**src/hdl/assert_macros.svh**
```systemverilog
// assertion helpers used by the rtl top
`ifndef ASSERT_MACROS_SVH
`define ASSERT_MACROS_SVH

// same-cycle implication
`define DDO_ASSERT(lbl, clk, rst, ante, cons, msg) \
   lbl: assert property (@(posedge clk) disable iff (rst) (ante) |-> (cons)) else $error(msg);

// next-cycle implication
`define DDO_ASSERT_NXT(lbl, clk, rst, ante, cons, msg) \
   lbl: assert property (@(posedge clk) disable iff (rst) (ante) |=> (cons)) else $error(msg);

`endif

```
**src/hdl/ddo_pkg.sv**
```systemverilog
package ddo_pkg;

   // datapath operation codes
   localparam logic [4:0] OP_NOP   = 5'd0;
   localparam logic [4:0] OP_LOAD  = 5'd1;
   localparam logic [4:0] OP_BASE  = 5'd2;
   localparam logic [4:0] OP_DL    = 5'd3;
   localparam logic [4:0] OP_DR    = 5'd4;
   localparam logic [4:0] OP_SUM   = 5'd5;
   localparam logic [4:0] OP_YA    = 5'd6;
   localparam logic [4:0] OP_BLO   = 5'd7;
   localparam logic [4:0] OP_BHI   = 5'd8;
   localparam logic [4:0] OP_ANG   = 5'd9;
   localparam logic [4:0] OP_CMID  = 5'd10;
   localparam logic [4:0] OP_CSTEP = 5'd11;
   localparam logic [4:0] OP_CEND  = 5'd12;
   localparam logic [4:0] OP_PX    = 5'd13;
   localparam logic [4:0] OP_PY    = 5'd14;
   localparam logic [4:0] OP_POSE  = 5'd15;
   localparam logic [4:0] OP_NLO   = 5'd16;
   localparam logic [4:0] OP_NHI   = 5'd17;
   localparam logic [4:0] OP_DINIT = 5'd18;
   localparam logic [4:0] OP_DSTEP = 5'd19;
   localparam logic [4:0] OP_DEND  = 5'd20;
   localparam logic [4:0] OP_CHALF = 5'd21;
   localparam logic [4:0] OP_OUT   = 5'd22;

   // register indexes
   localparam logic [3:0] REG_WHEEL_RADIUS = 4'd0;
   localparam logic [3:0] REG_INV_TRACK    = 4'd1;

   localparam logic [19:0] RADIUS_RST    = 20'd6554;
   localparam logic [23:0] INV_TRACK_RST = 24'd131072;

   // arithmetic constants
   localparam logic signed [32:0] CORDIC_GAIN = 33'sd652032874;
   localparam logic [29:0] INV_TWO_PI_Q32     = 30'd683565276;
   localparam logic [29:0] NS_PER_S           = 30'd1000000000;

   // last divider step index: quotient bits 95 down to 25 or 24
   localparam logic [6:0] DIV_LAST_LIN = 7'd70;
   localparam logic [6:0] DIV_LAST_ANG = 7'd71;

   typedef struct packed {
      logic [4:0] op;
      logic [6:0] step;
      logic       lane;
   } ddo_cmd_type;

   typedef struct packed {
      logic have_base;
      logic dt_pos;
      logic out_full;
   } ddo_sts_type;

   typedef struct packed {
      logic               format_ok;
      logic signed [31:0] left_angle;
      logic signed [31:0] right_angle;
      logic [62:0]        stamp_ns;
      logic [62:0]        arrival_ns;
   } ddo_req_type;

   typedef struct packed {
      logic [62:0]        out_stamp_ns;
      logic signed [31:0] pos_x;
      logic signed [31:0] pos_y;
      logic signed [31:0] heading_angle;
      logic signed [15:0] quat_z;
      logic signed [15:0] quat_w;
      logic signed [31:0] linear_velocity;
      logic signed [31:0] angular_velocity;
   } ddo_rsp_type;

   // arctangent of 2^-i as binary angle
   function automatic logic [30:0] atan_bam(input logic [4:0] idx);
      logic [30:0] v;
      unique case (idx)
         5'd0:  v = 31'd536870912;
         5'd1:  v = 31'd316933406;
         5'd2:  v = 31'd167458907;
         5'd3:  v = 31'd85004756;
         5'd4:  v = 31'd42667331;
         5'd5:  v = 31'd21354465;
         5'd6:  v = 31'd10679838;
         5'd7:  v = 31'd5340245;
         5'd8:  v = 31'd2670163;
         5'd9:  v = 31'd1335087;
         5'd10: v = 31'd667544;
         5'd11: v = 31'd333772;
         5'd12: v = 31'd166886;
         5'd13: v = 31'd83443;
         5'd14: v = 31'd41722;
         5'd15: v = 31'd20861;
         5'd16: v = 31'd10430;
         5'd17: v = 31'd5215;
         5'd18: v = 31'd2608;
         5'd19: v = 31'd1304;
         5'd20: v = 31'd652;
         5'd21: v = 31'd326;
         5'd22: v = 31'd163;
         5'd23: v = 31'd81;
         5'd24: v = 31'd41;
         5'd25: v = 31'd20;
         5'd26: v = 31'd10;
         5'd27: v = 31'd5;
         5'd28: v = 31'd3;
         5'd29: v = 31'd1;
         default: v = 31'd0;
      endcase
      return v;
   endfunction

endpackage

```
**src/hdl/ddo_ctrl.sv**
```systemverilog
module ddo_ctrl import ddo_pkg::*; #(
   parameter int CORDIC_STAGES = 16
) (
   input  logic        clock,
   input  logic        reset,
   input  logic        req_valid,
   input  logic        req_format_ok,
   output logic        req_ready,
   input  ddo_sts_type sts,
   output ddo_cmd_type cmd
);

   localparam logic [4:0] ST_IDLE  = 5'd0;
   localparam logic [4:0] ST_CHK   = 5'd1;
   localparam logic [4:0] ST_DR    = 5'd2;
   localparam logic [4:0] ST_SUM   = 5'd3;
   localparam logic [4:0] ST_YA    = 5'd4;
   localparam logic [4:0] ST_BLO   = 5'd5;
   localparam logic [4:0] ST_BHI   = 5'd6;
   localparam logic [4:0] ST_ANG   = 5'd7;
   localparam logic [4:0] ST_CI1   = 5'd8;
   localparam logic [4:0] ST_CS1   = 5'd9;
   localparam logic [4:0] ST_CE1   = 5'd10;
   localparam logic [4:0] ST_PX    = 5'd11;
   localparam logic [4:0] ST_PY    = 5'd12;
   localparam logic [4:0] ST_POSE  = 5'd13;
   localparam logic [4:0] ST_VCHK  = 5'd14;
   localparam logic [4:0] ST_NLO   = 5'd15;
   localparam logic [4:0] ST_NHI   = 5'd16;
   localparam logic [4:0] ST_DINIT = 5'd17;
   localparam logic [4:0] ST_DSTEP = 5'd18;
   localparam logic [4:0] ST_DEND  = 5'd19;
   localparam logic [4:0] ST_CI2   = 5'd20;
   localparam logic [4:0] ST_CS2   = 5'd21;
   localparam logic [4:0] ST_CE2   = 5'd22;
   localparam logic [4:0] ST_OUT   = 5'd23;

   localparam logic [6:0] CORDIC_LAST = 7'(CORDIC_STAGES - 1);

   logic [4:0] state_ff, state_in;
   logic [6:0] step_ff, step_in;
   logic       lane_ff, lane_in;

   // next state and command decode
   always_comb begin
      state_in  = state_ff;
      step_in   = step_ff;
      lane_in   = lane_ff;
      cmd.op    = OP_NOP;
      cmd.step  = step_ff;
      cmd.lane  = lane_ff;
      req_ready = 1'b0;
      unique case (state_ff)
         ST_IDLE: begin
            req_ready = 1'b1;
            if (req_valid && req_format_ok) begin
               cmd.op   = OP_LOAD;
               state_in = ST_CHK;
            end
         end
         ST_CHK: begin
            if (sts.have_base) begin
               cmd.op   = OP_DL;
               state_in = ST_DR;
            end else begin
               cmd.op   = OP_BASE;
               state_in = ST_IDLE;
            end
         end
         ST_DR: begin
            cmd.op   = OP_DR;
            state_in = ST_SUM;
         end
         ST_SUM: begin
            cmd.op   = OP_SUM;
            state_in = ST_YA;
         end
         ST_YA: begin
            cmd.op   = OP_YA;
            state_in = ST_BLO;
         end
         ST_BLO: begin
            cmd.op   = OP_BLO;
            state_in = ST_BHI;
         end
         ST_BHI: begin
            cmd.op   = OP_BHI;
            state_in = ST_ANG;
         end
         ST_ANG: begin
            cmd.op   = OP_ANG;
            state_in = ST_CI1;
         end
         ST_CI1: begin
            cmd.op   = OP_CMID;
            step_in  = '0;
            state_in = ST_CS1;
         end
         ST_CS1: begin
            cmd.op = OP_CSTEP;
            if (step_ff == CORDIC_LAST) begin
               step_in  = '0;
               state_in = ST_CE1;
            end else begin
               step_in = step_ff + 7'd1;
            end
         end
         ST_CE1: begin
            cmd.op   = OP_CEND;
            state_in = ST_PX;
         end
         ST_PX: begin
            cmd.op   = OP_PX;
            state_in = ST_PY;
         end
         ST_PY: begin
            cmd.op   = OP_PY;
            state_in = ST_POSE;
         end
         ST_POSE: begin
            cmd.op   = OP_POSE;
            state_in = ST_VCHK;
         end
         ST_VCHK: begin
            lane_in  = 1'b0;
            state_in = sts.dt_pos ? ST_NLO : ST_CI2;
         end
         ST_NLO: begin
            cmd.op   = OP_NLO;
            state_in = ST_NHI;
         end
         ST_NHI: begin
            cmd.op   = OP_NHI;
            state_in = ST_DINIT;
         end
         ST_DINIT: begin
            cmd.op   = OP_DINIT;
            step_in  = '0;
            state_in = ST_DSTEP;
         end
         ST_DSTEP: begin
            cmd.op = OP_DSTEP;
            if (step_ff == (lane_ff ? DIV_LAST_ANG : DIV_LAST_LIN)) begin
               step_in  = '0;
               state_in = ST_DEND;
            end else begin
               step_in = step_ff + 7'd1;
            end
         end
         ST_DEND: begin
            cmd.op = OP_DEND;
            if (lane_ff) begin
               state_in = ST_CI2;
            end else begin
               lane_in  = 1'b1;
               state_in = ST_NLO;
            end
         end
         ST_CI2: begin
            cmd.op   = OP_CHALF;
            step_in  = '0;
            state_in = ST_CS2;
         end
         ST_CS2: begin
            cmd.op = OP_CSTEP;
            if (step_ff == CORDIC_LAST) begin
               step_in  = '0;
               state_in = ST_CE2;
            end else begin
               step_in = step_ff + 7'd1;
            end
         end
         ST_CE2: begin
            cmd.op   = OP_CEND;
            state_in = ST_OUT;
         end
         ST_OUT: begin
            // wait for the output register to free up
            if (!sts.out_full) begin
               cmd.op   = OP_OUT;
               state_in = ST_IDLE;
            end
         end
         default: begin
            state_in = ST_IDLE;
         end
      endcase
   end

   always_ff @(posedge clock) begin
      if (reset) begin
         state_ff <= ST_IDLE;
         step_ff  <= '0;
         lane_ff  <= 1'b0;
      end else begin
         state_ff <= state_in;
         step_ff  <= step_in;
         lane_ff  <= lane_in;
      end
   end

endmodule

```
**config.mk**
```make
export PLATFORM = sky130hd
export DESIGN_NAME = ddo_ctrl
export DESIGN_NICKNAME = d
export VERILOG_FILES = /design/src/hdl/assert_macros.svh /design/src/hdl/ddo_pkg.sv /design/src/hdl/ddo_ctrl.sv
export SDC_FILE = /design/constraint.sdc
export NUM_CORES = 1
export LEC_CHECK = 0
export ABC_AREA = 0
export BUFFER_PORTS_ARGS = -buffer_cell sky130_fd_sc_hd__buf_2
export CAP_MARGIN = 10
export CELL_PAD_IN_SITES_DETAIL_PLACEMENT = 1
export CELL_PAD_IN_SITES_GLOBAL_PLACEMENT = 2
export CORE_MARGIN = 1.5
export CORE_UTILIZATION = 30
export CTS_CLUSTER_DIAMETER = 40
export CTS_CLUSTER_SIZE = 28
export DETAILED_ROUTE_END_ITERATION = 12
export HOLD_SLACK_MARGIN = 0.1
export PLACE_DENSITY = 0.84
export SLEW_MARGIN = 20
export SYNTH_ARGS = -nofsm -noshare
export SYNTH_HDL_FRONTEND = slang
export SYNTH_SLANG_ARGS = --single-unit
```
**constraint.sdc**
```tcl
create_clock -name clock -period 3 [get_ports clock]
set_clock_uncertainty 0.1 [all_clocks]
set_input_delay 0.45 -clock clock [delete_from_list [all_inputs] [get_ports clock]]
set_output_delay 0.45 -clock clock [all_outputs]
set_load 0.01 [all_outputs]
```
==> results.py <==
metrics = {
    "run_status": {
        "outcome": "complete, no violations",
    },
    "yosys": {
        "synth.cells.most_frequent": "nor2_1, dfxtp_1, a21oi_1, nand2_1, o21ai_0",
        "yosysUniqueCellTypes": 48,
        "netlist_area_um2": 1070,
        "yosys_register_bits": 13,
        "synth_top_area_share_pct": 24.3,
        "syn_nets": 151,
        "synth_area_leaders": "dfxtp_1, nor2_1, xor2_1",
        "ys_warn_count": 0,
        "yosys.area.top_type": "dfxtp_1",
        "synth_edf_count": 0,
        "syn_inst": 143,
        "avgSynthCellArea_um2": 7.50,
        "ys.flop_type": "dfxtp_1",
        "async_flop_share_pct": 0,
        "yosysMostFrequentCell": "nor2_1",
        "yosysSeqAreaShare_pct": 24.3,
    },
    "power": {
        "powerDensity_nw_per_um2": 288,
        "p_leak_nw": 0.477,
        "peakVddDrop_uv": 143,
    },
    "floorplan": {
        "core_area_um2": 3390,
        "die_x_um": 62.8,
        "dieArea_um2": 3940,
        "die_h_um": 62.8,
        "start_util_pct": 31.6,
        "ios": 21,
        "num_rows": 21,
    },
    "clocking": {
        "htreeDepth": 1,
        "clk_transition_reported_paths_ns": 0.08,
        "hold_buffers": 0,
        "clockBufferDepth": 2,
        "root_buffer": "clkbuf_4",
        "cts_setup_buffers": 0,
        "clkLatencyLatePin_ns": 0.28,
        "cts_tree": "yes",
        "cts.repair.resized": 0,
        "cts_sinks": 13,
        "cts_buffers": 3,
    },
    "worst_setup_path": {
        "arrival_ns": 1.96,
        "path_max_fanout": 18,
        "worstSetupStartpointType": "flop",
        "end_kind": "output port",
        "path_class": "reg2out",
        "cp_data_required_time_ns": 2.45,
    },
    "drt": {
        "wirelength_mm": 3.31,
        "drt-pass1-iter-count": 4,
        "drc": 0,
        "wire_per_inst_um": 16.0,
        "drt_iter0_drc": 34,
        "viasPerCell": 5.57,
        "vias": 1154,
        "ant_nets": 0,
    },
    "finish": {
        "drive_gt1_share_pct": 24.2,
        "area_growth_pct": 14.7,
        "stdcell_count": 207,
        "nFillCells": 437,
        "antenna_cells": 0,
        "fin_nets": 170,
    },
    "sta": {
        "tns_ns": 0,
        "relSlewSlack_pct": 56.3,
        "hold_viol": 0,
        "finalSetupViolCount": 0,
        "fin_crit_ns": 2.51,
        "finalMaxSlewViolations": 0,
        "worstMarginPinSlew_ns": 0.655,
        "fin_crit_sh_pct": 83.8,
        "final.setup.worst_slack_ns": 0.486,
        "rsz0062_at_grt": "false",
        "fmax_ghz": 0.398,
    },
    "global_routing": {
        "grt_pass1_wl_mm": 5.71,
        "antenna_found_initial": 0,
        "grt_max_degree": 19,
        "grt_pass1_vias": 1193,
        "track_usage_pct": 18.0,
        "grt-ovfl-total": 0,
    },
    "place": {
        "dp_cells": 203,
        "place_ws_ns": 0.512,
        "gp_congestion": 0.845,
        "hpwl_mm": 2.46,
        "io_buffers": 20,
    },
    "min_path": {
        "hold_class": "in2reg",
    },
    "job": {
        "max_cap_viol_count": 0,
    },
}
[cells by family after synthesis]
| group | after synthesis | share of synthesized area, % |
|---|---|---|
| xor+xnor | 9 | 7.35 |
| mux | 3 | 3.27 |
| simple gates | 53 | 25.6 |
| flops | 13 | 24.3 |
| buf+inv | 15 | 6.77 |
| fa+ha+maj | 1 | 1.17 |
| compound gates | 49 | 31.6 |
[cells in the final DEF (no fill, tap or decap), types with 6 or more instances in the layout]
| cell | n |
|---|---|
| inv_1 | 6 |
| nor2_1 | 19 |
| buf_2 | 20 |
| a21oi_1 | 12 |
| xor2_1 | 7 |
| dfxtp_1 | 13 |
| nand2_1 | 11 |
| o21ai_0 | 9 |
[routing by layer]
metal,wire length (um),global-route usage (%),part of all wire (%),up-vias
met5,0,0,0,-
met4,23,5.28,0.70,0
met3,71,3.60,2.1,2
met2,1600,31.2,48,22
met1,1610,22.4,49,567
li1,-,-,-,563
[cell type report]
| type | count | area (um^2) | area share, % |
|---|---|---|---|
| clock inverter | 1 | 5.00 | 0.407 |
| inverter | 6 | 22.5 | 1.83 |
| multi-input combinational | 115 | 739 | 60.1 |
| clock buffer | 3 | 22.5 | 1.83 |
| sequential | 13 | 260 | 21.2 |
| tap | 46 | 57.6 | 4.68 |
| timing repair buffer | 23 | 123 | 9.97 |
[flip-flops by register name (all words and copies together) (netlist names)]
register and count:
step_ff 7, state_ff 5, lane_ff 1
[where the power goes]
group          internal (W)  switching (W)
combinational     0.0000268      0.0000309
sequential         0.000175     0.00000977
clock             0.0000495      0.0000627
[final timing paths]
kind | slack [ns] | end | from | depth (start not counted)
max | 0.49 | cmd[8] | state_ff[4] | 3
min reg2reg | 0.48 | step_ff[5] | step_ff[5] | 2
max reg2reg | 0.51 | step_ff[0] | state_ff[4] | 6
min | 0.33 | state_ff[0] | reset | 2
[critical path, stage by stage, from the launching register on]
cell and delay, ns:
dfxtp_1 0.75, nand2b_1 0.36, o311ai_0 0.38, buf_2 0.19
[per-stage QoR]
step           hold slack, ns  util, %  cell area (um^2)  total power (W)
6_report                0.326     36.3              1230         0.000354
5_1_grt                 0.317     36.3              1230         0.000377
4_1_cts                 0.308     36.3              1230         0.000361
3_5_place_dp            0.458     35.5              1200         0.000246
3_3_place_gp            0.449     35.5              1200         0.000245
2_1_floorplan           0.416        -              1070         0.000223
Power figures use the tool's default switching activity.
